**config.mk**
```make
export PLATFORM = sky130hd
export DESIGN_NAME = heading_hold_pd_loop
export DESIGN_NICKNAME = d
export VERILOG_FILES = /design/src/rtl/hh_pkg.sv /design/src/rtl/hh_regs.sv /design/src/rtl/hh_gate.sv /design/src/rtl/hh_feedback.sv /design/src/rtl/heading_hold_pd_loop.sv
export SDC_FILE = /design/constraint.sdc
export NUM_CORES = 2
export LEC_CHECK = 0
export ABC_AREA = 0
export BUFFER_PORTS_ARGS = -buffer_cell sky130_fd_sc_hd__buf_2
export CORE_ASPECT_RATIO = 0.6
export CORE_MARGIN = 4
export CORE_UTILIZATION = 65
export CTS_CLUSTER_SIZE = 14
export DETAILED_ROUTE_END_ITERATION = 10
export MAX_ROUTING_LAYER = met4
export PLACE_DENSITY = 0.84
export SETUP_SLACK_MARGIN = 0.02
export SLEW_MARGIN = 40
export SYNTH_ARGS = -nofsm -noshare
export SYNTH_HDL_FRONTEND = slang
export SYNTH_SLANG_ARGS = --single-unit
```
**constraint.sdc**
```tcl
create_clock -name clock -period 19.8 [get_ports clock]
set_input_delay 1.98 -clock clock [delete_from_list [all_inputs] [get_ports clock]]
set_output_delay 1.98 -clock clock [all_outputs]
set_load 0.005 [all_outputs]
```
**src/rtl/hh_pkg.sv**
```systemverilog
// Package of shared constants, register codes and pipeline types for the heading hold loop.
package hh_pkg;

   // Fixed point format of angles and rates
   localparam int FRAC_BITS = 12;
   // Longest control period still treated as valid, in microseconds
   localparam int MAX_PERIOD_US = 50000;

   // pi in Q30, rounded to nearest at FRAC_BITS fraction bits
   localparam longint PI_Q30 = 64'sd3373259426;
   localparam int PI_Q = int'((PI_Q30 + (64'sd1 <<< (29 - FRAC_BITS))) >>> (30 - FRAC_BITS));
   localparam int TWO_PI_Q = 2 * PI_Q;

   // Field widths
   localparam int CMD_W    = 16;
   localparam int HEAD_W   = 15;
   localparam int GAIN_W   = 16;
   localparam int THRESH_W = 15;
   localparam int PERIOD_W = 16;

   // Configuration port
   localparam int ADDR_W = 5;
   localparam int DATA_W = 32;

   // Cycles from the accepting edge to the edge that takes the result
   localparam int HH_LATENCY = 6;

   // Register map, word index
   typedef enum logic [2:0] {
      REG_HOLD_ENABLE    = 3'd0,
      REG_PROP_GAIN      = 3'd1,
      REG_DAMP_GAIN      = 3'd2,
      REG_SPEED_DEADBAND = 3'd3,
      REG_TURN_DEADBAND  = 3'd4,
      REG_TURN_LIMIT     = 3'd5,
      REG_TARGET_HEADING = 3'd6,
      REG_TARGET_LOCKED  = 3'd7
   } hh_reg_type;

   // Configuration register set
   typedef struct packed {
      logic                       hold_enable;
      logic [GAIN_W-1:0]          prop_gain;
      logic [GAIN_W-1:0]          damp_gain;
      logic [THRESH_W-1:0]        speed_deadband;
      logic [THRESH_W-1:0]        turn_deadband;
      logic [THRESH_W-1:0]        turn_limit;
      logic signed [HEAD_W-1:0]   target_heading;
      logic                       target_locked;
   } hh_cfg_type;

   // One input sample
   typedef struct packed {
      logic signed [CMD_W-1:0]    speed_x;
      logic signed [CMD_W-1:0]    speed_y;
      logic signed [CMD_W-1:0]    turn_request;
      logic signed [HEAD_W-1:0]   heading;
      logic signed [CMD_W-1:0]    gyro_rate;
      logic [PERIOD_W-1:0]        period_us;
      logic                       sample_ok;
   } hh_sample_type;

   // After the gate stage: bypass decision and wrapped error
   typedef struct packed {
      logic                       valid;
      logic                       bypass;
      logic signed [CMD_W-1:0]    turn;
      logic signed [HEAD_W-1:0]   err;
      logic signed [CMD_W-1:0]    rate;
   } hh_gate_type;

   // After the feedback stages: clamped correction
   typedef struct packed {
      logic                       valid;
      logic                       bypass;
      logic signed [CMD_W-1:0]    turn;
      logic signed [HEAD_W-1:0]   err;
      logic signed [CMD_W-1:0]    corr;
   } hh_fb_type;

endpackage

```
**src/rtl/hh_regs.sv**
```systemverilog
// Configuration register bank with its APB-style access port.
module hh_regs (
   input  logic                        clock,
   input  logic                        reset,
   input  logic                        psel,
   input  logic                        penable,
   input  logic                        pwrite,
   input  logic [hh_pkg::ADDR_W-1:0]   paddr,
   input  logic [hh_pkg::DATA_W-1:0]   pwdata,
   output logic [hh_pkg::DATA_W-1:0]   prdata,
   output logic                        pready,
   output hh_pkg::hh_cfg_type          cfg
);
   import hh_pkg::*;

   hh_cfg_type cfg_ff;
   hh_cfg_type cfg_in;
   hh_reg_type reg_sel;
   logic       wr_en;

   assign pready  = 1'b1;
   assign reg_sel = hh_reg_type'(paddr[ADDR_W-1:2]);
   assign wr_en   = psel & penable & pwrite & pready;
   assign cfg     = cfg_ff;

   // Next register values on a write transfer
   always_comb begin
      cfg_in = cfg_ff;
      if (wr_en) begin
         case (reg_sel)
            REG_HOLD_ENABLE:    cfg_in.hold_enable    = pwdata[0];
            REG_PROP_GAIN:      cfg_in.prop_gain      = pwdata[GAIN_W-1:0];
            REG_DAMP_GAIN:      cfg_in.damp_gain      = pwdata[GAIN_W-1:0];
            REG_SPEED_DEADBAND: cfg_in.speed_deadband = pwdata[THRESH_W-1:0];
            REG_TURN_DEADBAND:  cfg_in.turn_deadband  = pwdata[THRESH_W-1:0];
            REG_TURN_LIMIT:     cfg_in.turn_limit     = pwdata[THRESH_W-1:0];
            REG_TARGET_HEADING: cfg_in.target_heading = $signed(pwdata[HEAD_W-1:0]);
            REG_TARGET_LOCKED:  cfg_in.target_locked  = pwdata[0];
            default:            cfg_in = cfg_ff;
         endcase
      end
   end

   // Register bank with reset values
   always_ff @(posedge clock) begin
      if (reset) begin
         cfg_ff.hold_enable    <= 1'b1;
         cfg_ff.prop_gain      <= GAIN_W'(12288);
         cfg_ff.damp_gain      <= GAIN_W'(512);
         cfg_ff.speed_deadband <= THRESH_W'(41);
         cfg_ff.turn_deadband  <= THRESH_W'(328);
         cfg_ff.turn_limit     <= THRESH_W'(4096);
         cfg_ff.target_heading <= '0;
         cfg_ff.target_locked  <= 1'b0;
      end else begin
         cfg_ff <= cfg_in;
      end
   end

   // Read-back mux, zero extended
   always_comb begin
      case (reg_sel)
         REG_HOLD_ENABLE:    prdata = DATA_W'(cfg_ff.hold_enable);
         REG_PROP_GAIN:      prdata = DATA_W'(cfg_ff.prop_gain);
         REG_DAMP_GAIN:      prdata = DATA_W'(cfg_ff.damp_gain);
         REG_SPEED_DEADBAND: prdata = DATA_W'(cfg_ff.speed_deadband);
         REG_TURN_DEADBAND:  prdata = DATA_W'(cfg_ff.turn_deadband);
         REG_TURN_LIMIT:     prdata = DATA_W'(cfg_ff.turn_limit);
         REG_TARGET_HEADING: prdata = DATA_W'($unsigned(cfg_ff.target_heading));
         REG_TARGET_LOCKED:  prdata = DATA_W'(cfg_ff.target_locked);
         default:            prdata = '0;
      endcase
   end

endmodule

```
**src/rtl/hh_gate.sv**
```systemverilog
// Gate stage: bypass decision and wrapped heading error, registered.
module hh_gate (
   input  logic                   clock,
   input  logic                   reset,
   input  hh_pkg::hh_cfg_type     cfg,
   input  logic                   smp_valid,
   input  hh_pkg::hh_sample_type  smp,
   output hh_pkg::hh_gate_type    gate
);
   import hh_pkg::*;

   // Working width for the angle difference and its wrap
   localparam int DIFF_W = HEAD_W + 3;
   localparam logic signed [DIFF_W-1:0] PI_W     = DIFF_W'(PI_Q);
   localparam logic signed [DIFF_W-1:0] TWO_PI_W = DIFF_W'(TWO_PI_Q);

   hh_gate_type gate_ff;
   hh_gate_type gate_in;

   logic signed [CMD_W:0]  mag_x;
   logic signed [CMD_W:0]  mag_y;
   logic signed [CMD_W:0]  mag_turn;
   logic                   moving;
   logic                   period_ok;
   logic                   bypass;
   logic signed [DIFF_W-1:0] diff;
   logic signed [DIFF_W-1:0] rem;
   logic signed [DIFF_W-1:0] wrapped;

   // Magnitudes of the commands, one bit wider so the most negative value fits
   always_comb begin
      mag_x    = smp.speed_x[CMD_W-1] ? -(CMD_W+1)'(smp.speed_x) : (CMD_W+1)'(smp.speed_x);
      mag_y    = smp.speed_y[CMD_W-1] ? -(CMD_W+1)'(smp.speed_y) : (CMD_W+1)'(smp.speed_y);
      mag_turn = smp.turn_request[CMD_W-1] ? -(CMD_W+1)'(smp.turn_request)
                                           : (CMD_W+1)'(smp.turn_request);
   end

   // Bypass when disabled, invalid, out of period, rotating, standing or unlocked
   always_comb begin
      period_ok = (smp.period_us != '0) && (smp.period_us <= PERIOD_W'(MAX_PERIOD_US));
      moving    = ($unsigned(mag_x) > (CMD_W+1)'(cfg.speed_deadband)) ||
                  ($unsigned(mag_y) > (CMD_W+1)'(cfg.speed_deadband));
      bypass    = !cfg.hold_enable || !smp.sample_ok || !period_ok ||
                  ($unsigned(mag_turn) > (CMD_W+1)'(cfg.turn_deadband)) ||
                  !moving || !cfg.target_locked;
   end

   // Heading error: truncating remainder by two pi, then into [-pi, pi)
   always_comb begin
      diff = DIFF_W'(cfg.target_heading) - DIFF_W'(smp.heading);
      if (diff >= TWO_PI_W) begin
         rem = diff - TWO_PI_W;
      end else if (diff <= -TWO_PI_W) begin
         rem = diff + TWO_PI_W;
      end else begin
         rem = diff;
      end
      if (rem >= PI_W) begin
         wrapped = rem - TWO_PI_W;
      end else if (rem < -PI_W) begin
         wrapped = rem + TWO_PI_W;
      end else begin
         wrapped = rem;
      end
   end

   always_comb begin
      gate_in.valid  = smp_valid;
      gate_in.bypass = bypass;
      gate_in.turn   = smp.turn_request;
      gate_in.err    = wrapped[HEAD_W-1:0];
      gate_in.rate   = smp.gyro_rate;
   end

   // Stage register; only the valid bit is reset
   always_ff @(posedge clock) begin
      if (reset) begin
         gate_ff.valid <= 1'b0;
      end else begin
         gate_ff.valid <= gate_in.valid;
      end
      gate_ff.bypass <= gate_in.bypass;
      gate_ff.turn   <= gate_in.turn;
      gate_ff.err    <= gate_in.err;
      gate_ff.rate   <= gate_in.rate;
   end

   assign gate = gate_ff;

endmodule

```
**src/rtl/hh_feedback.sv**
```systemverilog
// Feedback stages: gain products, rounding, P clamp, PD sum and final clamp.
module hh_feedback (
   input  logic                 clock,
   input  logic                 reset,
   input  hh_pkg::hh_cfg_type   cfg,
   input  hh_pkg::hh_gate_type  gate,
   output hh_pkg::hh_fb_type    fb
);
   import hh_pkg::*;

   localparam int PPROD_W = GAIN_W + HEAD_W + 1;
   localparam int DPROD_W = GAIN_W + CMD_W + 1;
   localparam int PRND_W  = PPROD_W - 8 + 1;
   localparam int DRND_W  = DPROD_W - 8 + 1;
   localparam int SUM_W   = DRND_W + 2;

   // Stage 1: products
   logic                        s1_valid_ff;
   logic                        s1_bypass_ff;
   logic signed [CMD_W-1:0]     s1_turn_ff;
   logic signed [HEAD_W-1:0]    s1_err_ff;
   logic signed [PPROD_W-1:0]   s1_pprod_ff;
   logic signed [DPROD_W-1:0]   s1_dprod_ff;
   logic signed [PPROD_W-1:0]   s1_pprod_in;
   logic signed [DPROD_W-1:0]   s1_dprod_in;

   // Stage 2: rounded and clamped P, negated rounded D
   logic                        s2_valid_ff;
   logic                        s2_bypass_ff;
   logic signed [CMD_W-1:0]     s2_turn_ff;
   logic signed [HEAD_W-1:0]    s2_err_ff;
   logic signed [CMD_W-1:0]     s2_p_ff;
   logic signed [DRND_W:0]      s2_d_ff;
   logic signed [CMD_W-1:0]     s2_p_in;
   logic signed [DRND_W:0]      s2_d_in;
   logic signed [PPROD_W:0]     p_biased;
   logic signed [DPROD_W:0]     d_biased;
   logic signed [PRND_W-1:0]    p_round;
   logic signed [DRND_W-1:0]    d_round;
   logic signed [PRND_W-1:0]    p_lim;

   // Stage 3: clamped sum
   hh_fb_type                   fb_ff;
   hh_fb_type                   fb_in;
   logic signed [SUM_W-1:0]     pd_sum;
   logic signed [SUM_W-1:0]     sum_lim;

   // Gains are unsigned, widened by a zero sign bit
   always_comb begin
      s1_pprod_in = $signed({1'b0, cfg.prop_gain}) * gate.err;
      s1_dprod_in = $signed({1'b0, cfg.damp_gain}) * gate.rate;
   end

   always_ff @(posedge clock) begin
      if (reset) begin
         s1_valid_ff <= 1'b0;
      end else begin
         s1_valid_ff <= gate.valid;
      end
      s1_bypass_ff <= gate.bypass;
      s1_turn_ff   <= gate.turn;
      s1_err_ff    <= gate.err;
      s1_pprod_ff  <= s1_pprod_in;
      s1_dprod_ff  <= s1_dprod_in;
   end

   // Round half up by eight bits, clamp P to the limit, negate D
   always_comb begin
      p_biased = (PPROD_W+1)'(s1_pprod_ff) + (PPROD_W+1)'(128);
      d_biased = (DPROD_W+1)'(s1_dprod_ff) + (DPROD_W+1)'(128);
      p_round  = PRND_W'(p_biased >>> 8);
      d_round  = DRND_W'(d_biased >>> 8);
      p_lim    = PRND_W'(cfg.turn_limit);
      if (p_round > p_lim) begin
         s2_p_in = CMD_W'(p_lim);
      end else if (p_round < -p_lim) begin
         s2_p_in = CMD_W'(-p_lim);
      end else begin
         s2_p_in = CMD_W'(p_round);
      end
      s2_d_in = -(DRND_W+1)'(d_round);
   end

   always_ff @(posedge clock) begin
      if (reset) begin
         s2_valid_ff <= 1'b0;
      end else begin
         s2_valid_ff <= s1_valid_ff;
      end
      s2_bypass_ff <= s1_bypass_ff;
      s2_turn_ff   <= s1_turn_ff;
      s2_err_ff    <= s1_err_ff;
      s2_p_ff      <= s2_p_in;
      s2_d_ff      <= s2_d_in;
   end

   // PD sum clamped to the limit; zero on bypass
   always_comb begin
      pd_sum       = SUM_W'(s2_p_ff) + SUM_W'(s2_d_ff);
      sum_lim      = SUM_W'(cfg.turn_limit);
      fb_in.valid  = s2_valid_ff;
      fb_in.bypass = s2_bypass_ff;
      fb_in.turn   = s2_turn_ff;
      fb_in.err    = s2_bypass_ff ? '0 : s2_err_ff;
      if (s2_bypass_ff) begin
         fb_in.corr = '0;
      end else if (pd_sum > sum_lim) begin
         fb_in.corr = CMD_W'(sum_lim);
      end else if (pd_sum < -sum_lim) begin
         fb_in.corr = CMD_W'(-sum_lim);
      end else begin
         fb_in.corr = CMD_W'(pd_sum);
      end
   end

   always_ff @(posedge clock) begin
      if (reset) begin
         fb_ff.valid <= 1'b0;
      end else begin
         fb_ff.valid <= fb_in.valid;
      end
      fb_ff.bypass <= fb_in.bypass;
      fb_ff.turn   <= fb_in.turn;
      fb_ff.err    <= fb_in.err;
      fb_ff.corr   <= fb_in.corr;
   end

   assign fb = fb_ff;

endmodule

```
**src/rtl/heading_hold_pd_loop.sv**
```systemverilog
// Top level of the heading hold PD loop: input register, pipeline and result register.
//
//  Channel  | Ports                                   | Transfer
//  ---------+-----------------------------------------+----------------------------------
//  request  | start, busy, req_*                      | edge with start high, busy low
//  result   | rsp_strobe, rsp_*                       | edge ending the one strobe cycle
//  config   | psel, penable, pwrite, paddr, pwdata,   | edge with psel, penable, pwrite,
//           | prdata, pready                          | pready high
//
// A new sample is taken every cycle; busy is high only during reset.
// Results leave in the order of their samples, one strobe cycle each, after passing
// through the six register stages: input, gate, products, rounding, PD clamp and
// output saturation.
// Synchronous reset clears the valid bits and loads the register reset values.
// The receiver cannot stall, so nothing in the pipeline ever waits.
module heading_hold_pd_loop (
   input  logic                                clock,
   input  logic                                reset,
   // request
   input  logic                                start,
   output logic                                busy,
   input  logic signed [hh_pkg::CMD_W-1:0]     req_speed_x,
   input  logic signed [hh_pkg::CMD_W-1:0]     req_speed_y,
   input  logic signed [hh_pkg::CMD_W-1:0]     req_turn_request,
   input  logic signed [hh_pkg::HEAD_W-1:0]    req_heading,
   input  logic signed [hh_pkg::CMD_W-1:0]     req_gyro_rate,
   input  logic [hh_pkg::PERIOD_W-1:0]         req_period_us,
   input  logic                                req_sample_ok,
   // result
   output logic                                rsp_strobe,
   output logic signed [hh_pkg::CMD_W-1:0]     rsp_turn_out,
   output logic signed [hh_pkg::CMD_W-1:0]     rsp_correction,
   output logic signed [hh_pkg::HEAD_W-1:0]    rsp_heading_error,
   output logic                                rsp_correcting,
   // configuration
   input  logic                                psel,
   input  logic                                penable,
   input  logic                                pwrite,
   input  logic [hh_pkg::ADDR_W-1:0]           paddr,
   input  logic [hh_pkg::DATA_W-1:0]           pwdata,
   output logic [hh_pkg::DATA_W-1:0]           prdata,
   output logic                                pready
);
   import hh_pkg::*;

   hh_cfg_type     cfg;
   hh_sample_type  smp_ff;
   hh_sample_type  smp_in;
   logic           smp_valid_ff;
   logic           smp_valid_in;
   hh_gate_type    gate;
   hh_fb_type      fb;

   logic signed [CMD_W:0]    total;
   logic                     out_valid_ff;
   logic signed [CMD_W-1:0]  out_turn_ff;
   logic signed [CMD_W-1:0]  out_turn_in;
   logic signed [CMD_W-1:0]  out_corr_ff;
   logic signed [HEAD_W-1:0] out_err_ff;
   logic                     out_correcting_ff;

   localparam logic signed [CMD_W:0] OUT_MAX = (CMD_W+1)'((2 ** (CMD_W-1)) - 1);
   localparam logic signed [CMD_W:0] OUT_MIN = -(CMD_W+1)'(2 ** (CMD_W-1));

   assign busy = reset;

   hh_regs u_regs (
      .clock   (clock),
      .reset   (reset),
      .psel    (psel),
      .penable (penable),
      .pwrite  (pwrite),
      .paddr   (paddr),
      .pwdata  (pwdata),
      .prdata  (prdata),
      .pready  (pready),
      .cfg     (cfg)
   );

   // Input register
   always_comb begin
      smp_valid_in        = start & ~busy;
      smp_in.speed_x      = req_speed_x;
      smp_in.speed_y      = req_speed_y;
      smp_in.turn_request = req_turn_request;
      smp_in.heading      = req_heading;
      smp_in.gyro_rate    = req_gyro_rate;
      smp_in.period_us    = req_period_us;
      smp_in.sample_ok    = req_sample_ok;
   end

   always_ff @(posedge clock) begin
      if (reset) begin
         smp_valid_ff <= 1'b0;
      end else begin
         smp_valid_ff <= smp_valid_in;
      end
      smp_ff <= smp_in;
   end

   hh_gate u_gate (
      .clock     (clock),
      .reset     (reset),
      .cfg       (cfg),
      .smp_valid (smp_valid_ff),
      .smp       (smp_ff),
      .gate      (gate)
   );

   hh_feedback u_feedback (
      .clock (clock),
      .reset (reset),
      .cfg   (cfg),
      .gate  (gate),
      .fb    (fb)
   );

   // Final add with 16-bit saturation
   always_comb begin
      total = (CMD_W+1)'(fb.turn) + (CMD_W+1)'(fb.corr);
      if (total > OUT_MAX) begin
         out_turn_in = CMD_W'(OUT_MAX);
      end else if (total < OUT_MIN) begin
         out_turn_in = CMD_W'(OUT_MIN);
      end else begin
         out_turn_in = CMD_W'(total);
      end
   end

   // Result register
   always_ff @(posedge clock) begin
      if (reset) begin
         out_valid_ff <= 1'b0;
      end else begin
         out_valid_ff <= fb.valid;
      end
      out_turn_ff       <= out_turn_in;
      out_corr_ff       <= fb.corr;
      out_err_ff        <= fb.err;
      out_correcting_ff <= ~fb.bypass;
   end

   assign rsp_strobe        = out_valid_ff;
   assign rsp_turn_out      = out_turn_ff;
   assign rsp_correction    = out_corr_ff;
   assign rsp_heading_error = out_err_ff;
   assign rsp_correcting    = out_correcting_ff;

endmodule

```
; After elaboration in Yosys (flattened, before gate mapping)
; Cells that the tools add are included.
[op_classes]
bitwise_logic = 5
n_addsub = 15
n_eq_ne = 7
mul = 2
shift = 0
n_mux = 13
reduce_logical = 23
div = 0
order_cmp = 14
[ops]
columns = operator, n
row1 = $pmux 32 s8, 1
row2 = $mux 15, 4
row3 = $gt 17x15->1, 3
row4 = $mux 17, 3
row5 = $neg 16->17, 3
row6 = $mux 16, 3
row7 = $mux 18, 2
row8 = $add 33x9->34 const B, 1
row9 = $add 32x9->33 const B, 1
row10 = $mul 17x16->33, 1
row11 = $mul 17x15->32, 1
row12 = $add 16x27->28, 1
row13 = $gt 28x16->1, 1
row14 = $lt 28x28->1, 1
row15 = $neg 15->28, 1
row16 = $neg 26->27, 1
row17 = $gt 25x16->1, 1
row18 = $lt 25x25->1, 1
row19 = $neg 15->25, 1
row20 = $add 18x16->18 const B, 1
row21 = $ge 18x15->1 const B, 1
row22 = $ge 18x16->1 const B, 1
row23 = $le 18x16->1 const B, 1
row24 = $lt 18x15->1 const B, 1
row25 = other kinds (20), 43
[totals]
n_memories = 0
mem_bits_rw = 0
rom_bits = 0
latchBits = 0
reg_bits = 512
inputBits = 139

; Longest topological paths before layout
[depth]
ltp_word = 7
depth_mapped = 26

; Modules after synthesis
; Synthesis repeated with hierarchy kept, for this count alone.
[hier_totals]
hier_cells = 4471
hier_area_um2 = 40506.3
[by_module_without_submodules]
columns = mod, cells_per_inst, area_each_um2, instances
row1 = hh_feedback, 2935, 26725.6, 1
row2 = hh_gate, 663, 5340.1, 1
row3 = hh_regs, 544, 4304.1, 1
row4 = heading_hold_pd_loop, 329, 4136.5, 1

; Worst setup path after synthesis
; Ideal clock, no wire load.
[synth_timing]
path_kind = flip-flop to flip-flop
start = reg u_regs.cfg_ff, in the netlist u_regs.cfg[73]
end = reg u_feedback.s1_dprod_ff[32]
stages_incl_launch_ff = 25
setup_slack_ns = 13.287
path_buffers = 2
period_less_slack_ns = 6.513
arrival_time_ns = 6.440
setup_ns = 0.072
cell_sequence = dfxtp_1 clkbuf_1 clkbuf_1 nand2_1 fa_1 fa_1 fa_1 inv_1 fa_1 fa_1 inv_1 fa_1 inv_1 ha_1 a211o_1 a21oi_1 a21oi_1 nand2b_1 o21ai_0 a221oi_1 o211a_1 a21oi_1 a41o_1 a21oi_1 xnor2_1
[synth_via]
elab_chain_cells = 1
[synth_lines]
columns = item, line_no
row1 = "start, declared", hh_regs.sv:16  ; hh_cfg_type cfg_ff;
row2 = "start signal, assigned", hh_regs.sv:56  ; cfg_ff <= cfg_in;
row3 = $mul 17x16->33, hh_feedback.sv:51  ; s1_dprod_in = $signed({1'b0, cfg.damp_gain}) * gate.rate;
row4 = via u_feedback.s1_dprod_in[32], hh_feedback.sv:25  ; logic signed [DPROD_W-1:0] s1_dprod_in;
row5 = "end signal, assigned", hh_feedback.sv:64  ; s1_dprod_ff <= s1_dprod_in;
row6 = "end, declared", hh_feedback.sv:23  ; logic signed [DPROD_W-1:0] s1_dprod_ff;
; The timed path passes the listed nets, and every way through them passes these cells.
; A chain may end at the register's enable or synchronous reset.

; Worst setup path in the final report
[layout_timing]
start = reg u_regs.cfg_ff, in the netlist u_regs.cfg[85]
end = reg u_feedback.s1_pprod_ff[31]
[layout_via]
elab_chain_cells = 1
[layout_lines]
columns = item, line_no
row1 = $mul 17x15->32, hh_feedback.sv:50  ; s1_pprod_in = $signed({1'b0, cfg.prop_gain}) * gate.err;
row2 = via u_feedback.s1_pprod_in[31], hh_feedback.sv:24  ; logic signed [PPROD_W-1:0] s1_pprod_in;
row3 = "end signal, assigned", hh_feedback.sv:63  ; s1_pprod_ff <= s1_pprod_in;
row4 = "end, declared", hh_feedback.sv:22  ; logic signed [PPROD_W-1:0] s1_pprod_ff;
; The timed path passes the listed nets, and every way through them passes these cells.

==> impl_metrics.toml <==
[outcome]
status = "finished, final reports clean"

[sta]
drv_slew = 0
hold_violations = 0
period_minus_slack_ps = 7590
fin_skew_ps = 36.0
tns_ps = 0
setup_viol = 0
fmax_mhz = 132
layout_worst_path_cycle_share = 0.383
relSlewSlack = 0.358
rsz0062_at_grt = "no"
tightest_slew_ps = 961

[synthesis]
synthCells = 4275
yosysSeqAreaShare = 0.257
ys_seq_elements = 498
synth_ff_type = "dfxtp_1"
synth_edf_count = 0
synthArstFlopShare = 0
ys_types = 94
syn-cell-area_mm2 = 0.0388
syn_area_per_cell_um2 = 9.09
yosys_warnings = 0

[place]
io_buffers = 186
dpl.hpwl_um = 81900
place.gp.congestion = 1.04

[clock_network]
cts_buffer_depth = 3
h-tree-depth = 2
clk_latency_ps = 610
postCtsSetupRepairBufs = 0
cts.sinks = 498
cts-root-buf = "clkbuf_16"
clk_pin_slew_ps = 70
cts_resized = 0
cts_made_buffers = 47
cts_tree = "built"
cts_hold_buf = 0

[die]
die_h_um = 197
coreArea_mm2 = 0.0591
die_w_um = 324
initial_core_util = 0.657
rows = 69
io_pins = 222
die-area_mm2 = 0.0639

[worst_setup_path]
end_kind = "register"
crit_arrival_ps = 8110
criticalPathCategory = "reg -> reg"
cp.required_ps = 20320
crit_fanout = 17
start_kind = "register"
r2r_setup_slack_ps = 12210

[power]
p_per_area_mw_per_mm2 = 95.4
peakVddDrop_v = 0.0000831
p_leak_nw = 20.0
power_w = 0.00399

[finish]
final_cell_mix = "inv_1 (579), nand2_1 (518), dfxtp_1 (489), ha_1 (423), fa_1 (376)"
postLayoutCoreUtil = 0.707
finalNetCount = 5312
seqCellArea_mm2 = 0.00998
fillCellCount = 4348
mostFrequentLayoutCell = "inv_1"
area_delta_synth_final_pct = 7.73
multi_input_area_mm2 = 0.0260
drive_gt1_frac = 0.0820

[detailed_routing]
drt_iter0_markers = 3500
drc_errors = 0
routedWlPerCell_um = 20.4
final_antenna_net_count = 0
wl_um = 106000
dr_wl_met2_um = 41400
highest-signal-layer = "met4"
dr_wl_met3_um = 16700
drt_first_pass_iters = 6
vias = 30800
via_per_inst = 5.93
met1_length_um = 44700

[min_path]
min_path_type = "reg -> reg"

[global_routing]
grt_overflow_total = 0
grt_first_pass_wirelength_um = 167000
grt_usage = 0.344
antenna_found_initial = 12
grt_pass1_vias = 30500
grt_max_degree = 102

[run]
cap_violations = 0
-- report_power, final --
group	internal (W)	leakage (nW)	switching (W)	total, W
Sequential	0.00112	4.14	0.000139	0.00126
Combinational	0.000786	15.2	0.00104	0.00182
Clock	0.000510	0.737	0.000393	0.000903
-- layout make-up --
| class | instances | area share |
|---|---|---|
| multi-input combinational | 3035 | 0.622 |
| sequential | 498 | 0.239 |
| inverter | 581 | 0.0521 |
| clock buffer | 61 | 0.0318 |
| timing repair buffer | 211 | 0.0270 |
| tap | 781 | 0.0234 |
| clock inverter | 15 | 0.00422 |
| antenna | 13 | 0.000778 |
-- layer usage --
| layer | vias to the layer above | GRT usage |
|---|---|---|
| met5 | - | - |
| met4 | 0 | 0.0876 |
| met3 | 255 | 0.151 |
| met2 | 1857 | 0.462 |
| met1 | 14600 | 0.474 |
| li1 | 14100 | - |
-- sequential cells by signal (all words and copies together) (netlist names), 25 cells and up --
| signal | count |
|---|---|
| u_gate.gate | 49 |
| smp_ff | 96 |
| u_feedback.s1_pprod_ff | 25 |
| u_regs.cfg | 94 |
| u_feedback.s2_d_ff | 27 |
| u_feedback.fb | 49 |
| u_feedback.s1_dprod_ff | 26 |
-- worst max-delay path: stages, from the launching register on --
cell      delay [ps]
dfxtp_1          830
nand2_1          170
fa_1             560
fa_1             550
inv_1             70
fa_1             510
inv_1             60
fa_1             480
inv_1             60
fa_1             520
inv_1             50
fa_1             520
inv_1             40
ha_1             330
a21oi_1          130
o21ai_0          210
a31o_2           350
a31oi_1          410
o211ai_1         230
a311oi_1         530
a21oi_1          230
nand4_1          150
nand2_1          110
a21oi_1          220
xnor2_1          140
-- Yosys cell counts, types with 59 or more instances --
cell type,n,area share
dfxtp_1,498,0.26
xnor2_1,170,0.038
nor2_1,175,0.017
clkbuf_1,140,0.014
inv_1,579,0.056
o21ai_0,96,0.012
fa_1,376,0.19
nand2_1,518,0.050
nand3_1,61,0.0079
nor2b_1,59,0.0095
a21oi_1,239,0.031
ha_1,423,0.14
and2_1,221,0.036
-- cell families after synthesis --
kind of cell	Yosys count	share of synthesized area
AND/OR/NAND/NOR	1280	0.159
adder cells (fa/ha/maj)	799	0.330
buffers and inverters	757	0.0757
AO/OA/AOI/OAI	656	0.110
flip-flops	498	0.257
XOR/XNOR	228	0.0524
multiplexers	55	0.0152
other	2	0.000193
-- through the flow --
| stage | instance area, um^2 | hold WS [ps] | setup slack, ps | instances |
|---|---|---|---|---|
| 6_report | 41800 | 318 | 12210 | 5195 |
| 5_1_grt | 41800 | 327 | 11890 | 5194 |
| 4_1_cts | 41800 | 319 | 12290 | 5181 |
| 3_5_place_dp | 40300 | 312 | 12360 | 5105 |
| 3_3_place_gp | 40200 | 310 | 12480 | 5105 |
| 2_1_floorplan | 38900 | 310 | 13290 | 4290 |
-- path summary, 6_finish.rpt --
| path | from | to | cells past startpoint |
|---|---|---|---|
| max | u_regs.cfg[85] | u_feedback.s1_pprod_ff[31] | 24 |
| min | u_feedback.fb[18] | rsp_heading_error[2] | 0 |
| max reg2reg | u_regs.cfg[85] | u_feedback.s1_pprod_ff[31] | 24 |
| min reg2reg | u_feedback.fb[18] | rsp_heading_error[2] | 0 |
Power figures use the tool's default switching activity.
